`config.mk`:
```
export PLATFORM = sky130hd
export DESIGN_NAME = battery_voltage_to_percent_core
export DESIGN_NICKNAME = d
export VERILOG_FILES = /design/src/rtl/core/bvp_pkg.sv /design/src/rtl/core/bvp_front.sv /design/src/rtl/core/bvp_div_stage.sv /design/src/rtl/core/battery_voltage_to_percent_core.sv
export SDC_FILE = /design/constraint.sdc
export NUM_CORES = 1
export LEC_CHECK = 0
export CORE_MARGIN = 2
export CORE_UTILIZATION = 43
export DETAILED_ROUTE_END_ITERATION = 12
export DONT_BUFFER_PORTS = 1
export PLACE_DENSITY = 0.59
export SYNTH_ARGS = -nofsm -noshare
export SYNTH_HDL_FRONTEND = slang
export SYNTH_SLANG_ARGS = --single-unit
```
`constraint.sdc`:
```
create_clock -name i_clk -period 20.8 [get_ports i_clk]
set_input_delay 4.16 -clock i_clk [delete_from_list [all_inputs] [get_ports i_clk]]
set_output_delay 4.16 -clock i_clk [all_outputs]
set_load 0.02 [all_outputs]
```
`src/rtl/core/bvp_pkg.sv`:
```
package bvp_pkg;

    localparam int MvW    = 13;
    localparam int CentiW = 14;
    localparam int OffW   = 12;   // offset into a segment, also the segment's span in hundredths
    localparam int DivW   = 12;   // quotient bits of the interpolation
    localparam int ProdW  = 2 * OffW;
    localparam int NumW   = 21;   // largest numerator is below 2**21
    localparam int StepsPerStage = 3;
    localparam int DivStages     = DivW / StepsPerStage;

    localparam int FixedPoints = 12;
    localparam int Segments    = 12;

    localparam logic [MvW-1:0]    ResetFullMv = MvW'(4200);
    localparam logic [CentiW-1:0] FullCenti   = CentiW'(10000);
    localparam logic [1:0]        RegFullAddr = 2'd0;

    localparam logic [MvW-1:0] PointMv [FixedPoints] = '{
        13'd3000, 13'd3300, 13'd3500, 13'd3600, 13'd3700, 13'd3750,
        13'd3800, 13'd3850, 13'd3900, 13'd3950, 13'd4000, 13'd4100
    };

    localparam logic [CentiW-1:0] PointCenti [Segments+1] = '{
        14'd0,    14'd500,  14'd1200, 14'd2800, 14'd5000, 14'd5800, 14'd6500,
        14'd7200, 14'd7800, 14'd8500, 14'd9000, 14'd9600, 14'd10000
    };

    // One item in flight through the divider.
    typedef struct packed {
        logic [DivW-1:0]   rem;
        logic [DivW-1:0]   num_lo;
        logic [DivW-1:0]   quo;
        logic [DivW-1:0]   div;
        logic [CentiW-1:0] base;
    } t_div_item;

    // Handshake between neighboring pipeline parts.
    typedef struct packed {
        logic valid;
        logic adv;
    } t_link;

endpackage

```
`src/rtl/core/bvp_front.sv`:
```
module bvp_front (
    input  logic                       i_clk,
    input  logic                       i_rst_n,
    input  logic                       i_valid,
    input  logic [bvp_pkg::MvW-1:0]    i_voltage_mv,
    input  logic [bvp_pkg::MvW-1:0]    i_full_mv,
    input  logic                       i_adv_next,
    output logic                       o_adv,
    output logic                       o_valid,
    output bvp_pkg::t_div_item         o_item
);
    import bvp_pkg::*;

    // Stage A: segment select.
    logic                r_a_valid;
    logic [OffW-1:0]     r_a_off, n_a_off;
    logic [OffW-1:0]     r_a_dp, n_a_dp;
    logic [DivW-1:0]     r_a_div, n_a_div;
    logic [CentiW-1:0]   r_a_base, n_a_base;
    logic [Segments-2:0] hit;
    logic                a_adv;

    // Stage B: product.
    logic                r_b_valid;
    t_div_item           r_b_item, n_b_item;
    logic [ProdW-1:0]    prod;
    logic                b_adv;

    assign b_adv = !r_b_valid || i_adv_next;
    assign a_adv = !r_a_valid || b_adv;
    assign o_adv = a_adv;

    always_comb begin
        for (int k = 0; k < Segments - 1; k++) begin
            hit[k] = (i_voltage_mv <= PointMv[k+1]);
        end
        // The top segment runs from the last fixed point to the full voltage.
        n_a_off  = OffW'(i_voltage_mv - PointMv[FixedPoints-1]);
        n_a_dp   = OffW'(FullCenti - PointCenti[Segments-1]);
        n_a_div  = DivW'(i_full_mv - PointMv[FixedPoints-1]);
        n_a_base = PointCenti[Segments-1];
        // The lowest segment that reaches the voltage wins.
        for (int k = Segments - 2; k >= 0; k--) begin
            if (hit[k]) begin
                n_a_off  = OffW'(i_voltage_mv - PointMv[k]);
                n_a_dp   = OffW'(PointCenti[k+1] - PointCenti[k]);
                n_a_div  = DivW'(PointMv[k+1] - PointMv[k]);
                n_a_base = PointCenti[k];
            end
        end
        // Clamped items pass through the divider with a zero numerator.
        if (i_voltage_mv <= PointMv[0]) begin
            n_a_off  = '0;
            n_a_dp   = '0;
            n_a_div  = DivW'(1);
            n_a_base = '0;
        end else if (i_voltage_mv >= i_full_mv) begin
            n_a_off  = '0;
            n_a_dp   = '0;
            n_a_div  = DivW'(1);
            n_a_base = FullCenti;
        end
    end

    assign prod = r_a_off * r_a_dp;

    always_comb begin
        n_b_item        = '0;
        n_b_item.rem    = DivW'(prod[NumW-1:DivW]);
        n_b_item.num_lo = prod[DivW-1:0];
        n_b_item.quo    = '0;
        n_b_item.div    = r_a_div;
        n_b_item.base   = r_a_base;
    end

    always_ff @(posedge i_clk) begin
        if (!i_rst_n) begin
            r_a_valid <= 1'b0;
            r_b_valid <= 1'b0;
        end else begin
            if (a_adv) begin
                r_a_valid <= i_valid;
            end
            if (b_adv) begin
                r_b_valid <= r_a_valid;
            end
        end
    end

    always_ff @(posedge i_clk) begin
        if (a_adv) begin
            r_a_off  <= n_a_off;
            r_a_dp   <= n_a_dp;
            r_a_div  <= n_a_div;
            r_a_base <= n_a_base;
        end
        if (b_adv) begin
            r_b_item <= n_b_item;
        end
    end

    assign o_valid = r_b_valid;
    assign o_item  = r_b_item;

endmodule

```
`src/rtl/core/bvp_div_stage.sv`:
```
module bvp_div_stage #(
    parameter int STAGE = 0
) (
    input  logic               i_clk,
    input  logic               i_rst_n,
    input  bvp_pkg::t_link     i_up,
    input  bvp_pkg::t_div_item i_item,
    input  logic               i_adv_next,
    output bvp_pkg::t_link     o_down,
    output bvp_pkg::t_div_item o_item
);
    import bvp_pkg::*;

    localparam int TopBit = DivW - 1 - StepsPerStage * STAGE;

    logic            r_valid;
    t_div_item       r_item, n_item;
    logic [DivW:0]   trial;
    logic            adv;

    assign adv = !r_valid || i_adv_next;

    // Restoring division, three quotient bits per stage.
    always_comb begin
        trial  = '0;
        n_item = i_item;
        for (int j = 0; j < StepsPerStage; j++) begin
            trial = {n_item.rem, n_item.num_lo[TopBit - j]};
            if (trial >= {1'b0, n_item.div}) begin
                n_item.rem = DivW'(trial - {1'b0, n_item.div});
                n_item.quo[TopBit - j] = 1'b1;
            end else begin
                n_item.rem = trial[DivW-1:0];
            end
        end
    end

    always_ff @(posedge i_clk) begin
        if (!i_rst_n) begin
            r_valid <= 1'b0;
        end else if (adv) begin
            r_valid <= i_up.valid;
        end
    end

    always_ff @(posedge i_clk) begin
        if (adv) begin
            r_item <= n_item;
        end
    end

    assign o_down.valid = r_valid;
    assign o_down.adv   = adv;
    assign o_item       = r_item;

endmodule

```
`src/rtl/core/battery_voltage_to_percent_core.sv`:
```
// Converts a cell voltage in millivolts into a state of charge in hundredths
// of a percent by linear interpolation over a fixed 13-point discharge curve
// whose top point is the programmable full voltage (register at byte address
// 0, reset 4200 mV). Results at or below 3000 mV are 0, at or above the full
// voltage 10000, and in between the interpolation quotient is truncated. The
// block takes one item per clock while o_stall is low, and each result passes
// through segment select, product, four divider stages of three quotient bits
// each, and the output register. Stalls back up the pipeline one stage at a
// time, so empty stages keep filling while a result waits.
module battery_voltage_to_percent_core (
    input  logic                          i_clk,
    input  logic                          i_rst_n,
    input  logic                          psel,
    input  logic                          penable,
    input  logic                          pwrite,
    input  logic [1:0]                    paddr,
    input  logic [31:0]                   pwdata,
    output logic [31:0]                   prdata,
    output logic                          pready,
    input  logic                          i_valid,
    output logic                          o_stall,
    input  logic [bvp_pkg::MvW-1:0]       i_voltage_mv,
    output logic                          o_valid,
    input  logic                          i_stall,
    output logic [bvp_pkg::CentiW-1:0]    o_percent_centi
);
    import bvp_pkg::*;

    logic [MvW-1:0]    r_full_mv;
    logic              front_adv;
    logic              front_valid;
    t_div_item         front_item;
    t_link             link  [DivStages+1];
    t_div_item         item  [DivStages+1];
    logic              r_out_valid;
    logic [CentiW-1:0] r_out_centi;
    logic              out_adv;

    assign pready = 1'b1;
    assign prdata = (paddr == RegFullAddr) ? {{(32-MvW){1'b0}}, r_full_mv} : '0;

    always_ff @(posedge i_clk) begin
        if (!i_rst_n) begin
            r_full_mv <= ResetFullMv;
        end else if (psel && penable && pwrite && pready && paddr == RegFullAddr) begin
            r_full_mv <= pwdata[MvW-1:0];
        end
    end

    bvp_front u_front (
        .i_clk        (i_clk),
        .i_rst_n      (i_rst_n),
        .i_valid      (i_valid),
        .i_voltage_mv (i_voltage_mv),
        .i_full_mv    (r_full_mv),
        .i_adv_next   (link[1].adv),
        .o_adv        (front_adv),
        .o_valid      (front_valid),
        .o_item       (front_item)
    );

    assign o_stall       = !front_adv;
    assign link[0].valid = front_valid;
    assign link[0].adv   = front_adv;
    assign item[0]       = front_item;

    for (genvar s = 0; s < DivStages; s++) begin : g_div
        t_link up;
        logic  adv_next;
        assign up.valid = link[s].valid;
        assign up.adv   = link[s].adv;
        assign adv_next = (s == DivStages - 1) ? out_adv : link[s+2 > DivStages ? DivStages : s+2].adv;

        bvp_div_stage #(
            .STAGE (s)
        ) u_stage (
            .i_clk      (i_clk),
            .i_rst_n    (i_rst_n),
            .i_up       (up),
            .i_item     (item[s]),
            .i_adv_next (adv_next),
            .o_down     (link[s+1]),
            .o_item     (item[s+1])
        );
    end

    assign out_adv = !r_out_valid || !i_stall;

    always_ff @(posedge i_clk) begin
        if (!i_rst_n) begin
            r_out_valid <= 1'b0;
        end else if (out_adv) begin
            r_out_valid <= link[DivStages].valid;
        end
    end

    always_ff @(posedge i_clk) begin
        if (out_adv) begin
            r_out_centi <= item[DivStages].base + CentiW'(item[DivStages].quo);
        end
    end

    assign o_valid         = r_out_valid;
    assign o_percent_centi = r_out_centi;

endmodule

```
**After elaboration in Yosys (flattened, before gate mapping)**

Index checks and enable logic that the tools add are counted.

- Bits in registers: 307
- Input port bits: 54
- Output and inout bits: 49
- Logic and storage cells: 191

- Add/sub/neg operators: 25
- $mul: 1
- Order comparisons: 25
- Multiplexer cells: 57
- Reduce and logical (&&, ||, !) cells: 27

Operators with widths:

| operator | count |
|---|---|
| 12-bit two-way mux | 23 |
| 13-bit by 12-bit >= comparator with 1-bit output | 11 |
| 13-bit by 12-bit <= comparator with 1-bit output, second input constant | 11 |
| 14-bit two-way mux | 10 |
| 12-bit subtractor, second input constant | 11 |
| 12-bit subtractor | 10 |
| 9-bit two-way mux | 12 |
| 10-bit two-way mux | 8 |
| 11-bit two-way mux | 3 |
| 12-bit by 3-bit subtractor with 12-bit output, second input constant | 2 |
| 12-bit by 12-bit multiplier with 21-bit output | 1 |
| 14-bit by 12-bit adder with 14-bit output | 1 |
| 13-bit >= comparator | 1 |
| 13-bit <= comparator, second input constant | 1 |
| 13-bit two-way mux | 1 |
| 13-bit OR reduction | 1 |
| 10-bit by 12-bit >= comparator with 1-bit output | 1 |
| 12-bit OR reduction | 1 |
| 10-bit by 12-bit subtractor with 12-bit output | 1 |
| 1-bit logical NOT | 9 |
| 1-bit logical OR | 7 |
| 6-bit OR reduction | 1 |
| 5-bit OR reduction | 1 |
| 4-bit OR reduction | 1 |
| other kinds (4) | 6 |

**Depth between registers and ports, before layout**

Gate-level depths: netlist (run 1).

- Depth in word-level cells: 13
- Mapped depth: 33
- Gate-level depth less buffers: 29

**Cells and area by module**

A second synthesis (run 1) with hierarchy kept.

- Cells, all modules: 2,710
- Area total of the unflattened synthesis: 28,431.0 µm²

By module, submodules not included:

| module | times used | cells each | area each (µm²) | seq. area each (µm²) |
|---|---|---|---|---|
| bvp_front | 1 | 1,112 | 10,143.5 | 2,712.6 |
| bvp_div_stage at g_div[1].u_stage ... | 2 | 342 | 4,103.9 | 1,881.8 |
| bvp_div_stage at g_div[0].u_stage | 1 | 367 | 4,130.2 | 1,881.8 |
| bvp_div_stage at g_div[3].u_stage | 1 | 342 | 4,101.4 | 1,881.8 |
| battery_voltage_to_percent_core | 1 | 205 | 1,848.0 | 700.7 |

**Worst setup path before layout (run 1)**

No wires, ideal clock.

- Path type: input -> output
- Start point: input i_stall
- End point: output o_stall
- Arrival time: 6.165 ns
- Data required time: 16.640 ns
- Slack: 10.475 ns
- Stages on the path: 5
- Buffers on the path: 0
- Cells stage by stage: and3_1 -> and3_1 -> and3_1 -> nand2_1 -> inv_1

- Cells in the longest elaborated chain, start to end: 9

Ends and longest elaborated chain:

| what | line | text |
|---|---|---|
| start, declared | battery_voltage_to_percent_core.sv:24 | `input logic i_stall,` |
| 1-bit logical NOT | battery_voltage_to_percent_core.sv:87 | `assign out_adv = !r_out_valid \|\| !i_stall;` |
| 1-bit logical OR | battery_voltage_to_percent_core.sv:87 |  |
| 1-bit logical OR (4 in a row) | bvp_div_stage.sv:21 | `assign adv = !r_valid \|\| i_adv_next;` |
| 1-bit logical OR | bvp_front.sv:29 | `assign b_adv = !r_b_valid \|\| i_adv_next;` |
| 1-bit logical OR | bvp_front.sv:30 | `assign a_adv = !r_a_valid \|\| b_adv;` |
| 1-bit logical NOT | battery_voltage_to_percent_core.sv:62 | `assign o_stall = !front_adv;` |
| end, declared | battery_voltage_to_percent_core.sv:21 | `output logic o_stall,` |

Every way passes these cells.

**Worst setup path in the final report (run 1)**

Ends and elaborated chain as after synthesis.

==> impl_metrics.json, run 1 <==
{
  "fmax_ghz": 0.102,
  "finalSetupViolations": 0,
  "cp_top_family": "simple AND/OR/NAND/NOR gates",
  "crit_cells": 6,
  "synth_mux_area_frac": 0.0372,
  "yosysSeqAreaShare": 0.354,
  "gp_congestion": 0.935,
  "path_common_cell": "and3_1",
  "cts_resized": 0,
  "layout.nets": 2752,
  "synth-xor-area-share": 0.0538,
  "wl_met3_um": 2270,
  "rows": 85,
  "worst_path_max_delay_cell": "buf_4",
  "gr-total-overflow": 0,
  "setup_ws_ns": 10.95,
  "synthSimpleGateAreaFrac": 0.137,
  "antenna_found_initial": 0,
  "die_h_um": 238,
  "synth_top_family_by_area": "adder cells",
  "synth_area_per_cell_um2": 9.77,
  "hold_viol_final": 0,
  "postRouteAntennaNets": 0,
  "drive_above_1_share": 0.0688,
  "track_usage": 0.204,
  "slew_headroom": 0.206,
  "regToRegSetupSlack_ns": 12.26,
  "finalSetupTns_ns": 0,
  "grt_pass1_wl_um": 93400,
  "worst_pin_slew_ns": 1.19,
  "drc": 0,
  "critical_path_peak_fanout": 47,
  "ios": 103,
  "clkSlewWorstSetupHoldPaths_ns": 0.06,
  "synth_compound_area_frac": 0.161,
  "area_growth_pct": 6.89,
  "synth.distinct_cells": 86,
  "min_delay_path_depth": 0,
  "worstPathArrival_ns": 5.69,
  "antenna_cells": 0,
  "critPathBufInv": 2,
  "critPathKind": "primary input to output port",
  "finalMaxSlewViolations": 0,
  "min_path_type": "register to register",
  "core_um2": 54000,
  "place_ws_ns": 10.93,
  "finalCritPeriodShare": 0.473,
  "cts_num_sinks": 285,
  "yosys.area_share.adder": 0.201,
  "dieArea_um2": 56800,
  "wl_met2_um": 27400,
  "cts_inserted_buffers": 31,
  "dieWidth_um": 238,
  "routedWlPerCell_um": 18.5,
  "routed.top_layer": "met4",
  "cp-end-kind": "output port",
  "cpPeakStageDelay_ns": 0.47,
  "first_iter_violations": 1241,
  "crit_path_cell_trace": "and3_1 -> and3_1 -> and3_1 -> nand2_2 -> buf_4 -> inv_1",
  "cts-root-buf": "clkbuf_16",
  "ys_ff_latch": 285,
  "cap_violations": 0,
  "fillCellCount": 5084,
  "async_flop_share": 0,
  "synth_edf_count": 265,
  "drt-met1-wl_um": 25200,
  "synth_cells": 2417,
  "start_kind": "primary input",
  "required_ns": 16.64,
  "status": "complete, no violations",
  "cts_setup_buffers": 0,
  "viasPerCell": 5.68,
  "min_period_ns": 9.85,
  "clk_latency_ns": 0.59,
  "drt-pass1-iter-count": 6,
  "initial_utilization": 0.437,
  "grt_pass1_vias": 17900,
  "ctsLongestPathBuffers": 3,
  "r2r_cells": 26,
  "dp_hpwl_um": 44300,
  "cts_tree": "yes",
  "yosys_warnings": 0,
  "rsz0062_at_grt": "no",
  "cts_hold_buf": 0,
  "syn_area_um2": 23600,
  "drt_wl_total_um": 57100,
  "synth_ff_type": "edfxtp_1",
  "htreeDepth": 1,
  "skew_ns": 0.0142,
  "via_count": 17600,
  "port_buffers": 0,
  "grt_max_degree": 48
}
==> area by class of cell <==
| type | count | area, um2 | area share |
|---|---|---|---|
| inverters | 221 | 830 | 0.0329 |
| well taps | 696 | 871 | 0.0345 |
| clock inverters | 21 | 267 | 0.0106 |
| flip-flops and latches | 285 | 8360 | 0.331 |
| clock buffers | 37 | 818 | 0.0324 |
| repair buffers | 11 | 82.6 | 0.00327 |
| multi-input cells | 1822 | 14000 | 0.555 |
==> flip-flops by register name (all words and copies together), names as in the netlist, 4 cells and up <==
register / count
g_div.u_stage.r_valid: 4
r_full_mv: 13
u_front.o_item: 43
g_div.u_stage.o_item: 162
u_front.r_a_dp: 10
u_front.r_a_base: 12
u_front.r_a_div: 12
u_front.r_a_off: 12
o_percent_centi: 14
==> worst register-to-register path, stage by stage, from the launching register on <==
cell and delay [ns]:
edfxtp_1 0.44, inv_1 0.24, ha_1 0.31, nor2b_1 0.16, o31a_1 0.29, o41a_1 0.38
a21o_1 0.21, a21oi_2 0.62, mux2_2 0.45, ha_1 0.37, nand4_1 0.13, o41ai_2 0.48
inv_1 0.13, a31o_1 0.24, or3b_4 0.40, nand2_1 0.49, a21oi_1 0.27, ha_1 0.41
nor2b_1 0.15, o21ai_0 0.10, a21boi_0 0.37, o21bai_1 0.14, a221o_1 0.36, o21ai_0 0.26
nand2_1 0.14, nand2_2 0.36, mux2_2 0.40
==> kinds of logic after synthesis <==
kind of cell | Yosys count
xor+xnor | 145
buf+inv | 328
compound gates | 589
simple gates | 664
flops | 285
mux | 78
other cells | 2
fa+ha+maj | 326
==> final timing paths <==
check	to	start
worst max-delay path	o_stall	i_stall
worst min-delay path	g_div[1].u_stage.o_item[8]$_DFFE_PP_	g_div[0].u_stage.o_item[8]$_DFFE_PP_
worst max register to register	g_div[1].u_stage.o_item[52]$_DFFE_PP_	g_div[0].u_stage.o_item[15]$_DFFE_PP_
worst min register to register	g_div[1].u_stage.o_item[8]$_DFFE_PP_	g_div[0].u_stage.o_item[8]$_DFFE_PP_
==> per-stage QoR <==
step / hold WS [ns] / util / area [um2] / instances
3_5_place_dp: 0.405 / 0.447 / 24100 / 3035
6_report: 0.412 / 0.467 / 25200 / 3093
4_1_cts: 0.416 / 0.467 / 25200 / 3093
2_1_floorplan: 0.400 / - / 23700 / 2435
5_1_grt: 0.417 / 0.467 / 25200 / 3093
3_3_place_gp: 0.401 / 0.447 / 24100 / 3035
==> cell usage after synthesis (10+ instances only) <==
cell type	instances	area share
a211oi_1	12	0.0038
nor2b_1	27	0.0072
mux2_2	46	0.022
inv_1	219	0.035
a21o_1	49	0.016
or2_2	18	0.0048
mux2i_1	24	0.010
buf_4	20	0.0064
a21oi_1	190	0.040
o31ai_1	17	0.0054
or3_1	12	0.0032
nand2_1	179	0.028
o21bai_1	17	0.0054
o21a_1	28	0.0089
and2_1	67	0.018
nand2b_1	21	0.0056
ha_1	237	0.13
a21boi_0	17	0.0054
nor2_1	162	0.026
xor2_1	44	0.016
xnor2_1	101	0.037
edfxtp_1	265	0.34
and3_1	13	0.0034
nand3_1	38	0.0081
o21ai_0	117	0.025
fa_1	89	0.075
dfxtp_1	20	0.017
a31oi_1	21	0.0056
clkbuf_1	73	0.012
nand4_1	33	0.0087
nor3_1	59	0.013
o211ai_1	15	0.0048
a31o_2	10	0.0037
==> cells in the final DEF (no fill, tap or decap), drive strengths merged, types with 12 or more instances in the layout <==
master  Yosys  routed
and2       68      68
a21boi     17      17
o211ai     15      15
fa         89      89
o31ai      19      19
clkbuf     73      37
clkinv      0      12
or3        12      12
mux2       54      54
nand2     180     180
a31oi      22      22
dfxtp      20      20
a21o       49      49
xor2       44      44
and3       13      13
conb        2      20
o21ai     123     123
nand3      38      38
xnor2     101     101
edfxtp    265     265
o21bai     17      17
nand2b     21      21
mux2i      24      24
nor3       59      59
nor2      162     162
a211oi     12      12
inv       221     224
nand4      33      33
ha        237     237
o21a       28      28
or2        18      18
a21oi     191     191
nor2b      27      27
==> metal layers <==
metal	track usage	vias to the layer above
met4	0.0742	0
li1	-	8543
met3	0.0230	116
met1	0.267	8489
met5	0	-
met2	0.349	406
Power of run 1 is not shown: default switching activity piles up to over one toggle a cycle in this logic, so the estimate is an artifact.
==> run 2: changes to the inputs <==
--- a/config.mk
+++ b/config.mk
@@ -9,7 +9,7 @@
 export CORE_UTILIZATION = 43
 export DETAILED_ROUTE_END_ITERATION = 12
 export DONT_BUFFER_PORTS = 1
-export PLACE_DENSITY = 0.59
+export PLACE_DENSITY = 0.61
 export SYNTH_ARGS = -nofsm -noshare
 export SYNTH_HDL_FRONTEND = slang
 export SYNTH_SLANG_ARGS = --single-unit
==> constraint.sdc (replaced) <==
create_clock -name i_clk -period 8.8 [get_ports i_clk]
set_input_delay 1.76 -clock i_clk [delete_from_list [all_inputs] [get_ports i_clk]]
set_output_delay 1.76 -clock i_clk [all_outputs]
set_load 0.02 [all_outputs]
==> impl_metrics.json, run 2 (synthesized netlist as in run 1, its figures left out) <==
{
  "status": "complete, no violations",
  "path_common_cell": "ha_1",
  "multi_input_area_um2": 14000,
  "area_growth_pct": 6.63,
  "grt_pass1_wl_um": 94200,
  "cp-end-kind": "register",
  "drc": 0,
  "grt_pass1_vias": 17900,
  "initial_utilization": 0.437,
  "final_common_cell": "edfxtp_1",
  "skew_ns": 0.0269,
  "finalMaxSlewViolations": 0,
  "hold_viol_final": 0,
  "htreeDepth": 1,
  "clkSlewWorstSetupHoldPaths_ns": 0.06,
  "cts_inserted_buffers": 30,
  "die_h_um": 238,
  "hold_path_startpoint": "u_front.r_a_base[5]$_SDFFCE_PP0N_",
  "cpPeakStageDelay_ns": 0.66,
  "cts_resized": 0,
  "viasPerCell": 5.68,
  "fin_util": 0.466,
  "grt_max_degree": 48,
  "worstPathArrival_ns": 8.38,
  "cts_num_sinks": 285,
  "min_path_type": "register to register",
  "min_period_ns": 8.03,
  "via_count": 17600,
  "dp_hpwl_um": 44900,
  "worst_path_max_delay_cell": "a21oi_2",
  "rows": 85,
  "fin_area_um2": 25200,
  "gp_congestion": 0.966,
  "cap_violations": 0,
  "routedWlPerCell_um": 18.7,
  "clk_latency_ns": 0.59,
  "dieArea_um2": 56800,
  "finalSetupViolations": 0,
  "core_um2": 54000,
  "start_kind": "register",
  "cts_setup_buffers": 0,
  "layout.nets": 2754,
  "regToRegStartpoint": "g_div[0].u_stage.o_item[15]$_DFFE_PP_",
  "fillCellCount": 5023,
  "track_usage": 0.206,
  "antenna_cells": 0,
  "finalCritPeriodShare": 0.913,
  "layout_common_cells": "edfxtp_1, ha_1, inv_1, a21oi_1, nand2_1",
  "cts_tree": "yes",
  "ctsLongestPathBuffers": 3,
  "cts-root-buf": "clkbuf_16",
  "largest_reg_flops": 162,
  "place_ws_ns": 0.792,
  "drt-pass1-iter-count": 5,
  "critPathKind": "register to register",
  "slew_headroom": 0.189,
  "postPlaceCellArea_um2": 24200,
  "drive_above_1_share": 0.0668,
  "ios": 103,
  "setup_ws_ns": 0.765,
  "rsz0062_at_grt": "no",
  "critPathBufInv": 2,
  "port_buffers": 0,
  "antenna_found_initial": 0,
  "critical_path_peak_fanout": 17,
  "cp_top_family": "compound AO/OA/AOI/OAI gates",
  "seqCellArea_um2": 8360,
  "dieWidth_um": 238,
  "first_iter_violations": 1349,
  "required_ns": 9.14,
  "gr-total-overflow": 0,
  "finalSetupTns_ns": 0,
  "fmax_ghz": 0.124,
  "startpoint": "g_div[0].u_stage.o_item[15]$_DFFE_PP_",
  "worst_pin_slew_ns": 1.22,
  "postRouteAntennaNets": 0,
  "cts_hold_buf": 0,
  "drt_wl_total_um": 57900
}
run 2: final timing paths:
kind	slack (ns)	depth (start not counted)	to
max reg2reg	0.77	27	g_div[1].u_stage.o_item[51]$_DFFE_PP_
max	0.77	27	g_div[1].u_stage.o_item[51]$_DFFE_PP_
min	0.40	0	u_front.o_item[5]$_DFFE_PP_
min reg2reg	0.40	0	u_front.o_item[5]$_DFFE_PP_
run 2: area by class of cell:
type,count,area share
multi-input combinational,1822,0.556
sequential,285,0.332
tap,696,0.0346
inverter,221,0.0330
clock buffer,36,0.0307
clock inverter,19,0.00920
timing repair buffer,14,0.00418
run 2: metrics by stage:
stage               instances  hold slack [ns]
floorplan                2435            0.400
global placement         3038            0.401
detailed placement       3038            0.405
CTS                      3093            0.386
global route             3093            0.385
finish                   3093            0.397
run 2: layer usage:
| layer | global-route usage | routed length (um) |
|---|---|---|
| met5 | 0 | 0 |
| met4 | 0.0750 | 2010 |
| met2 | 0.352 | 27900 |
| met1 | 0.266 | 25800 |
| met3 | 0.0282 | 2240 |
Power of run 2 is left out for the same reason.
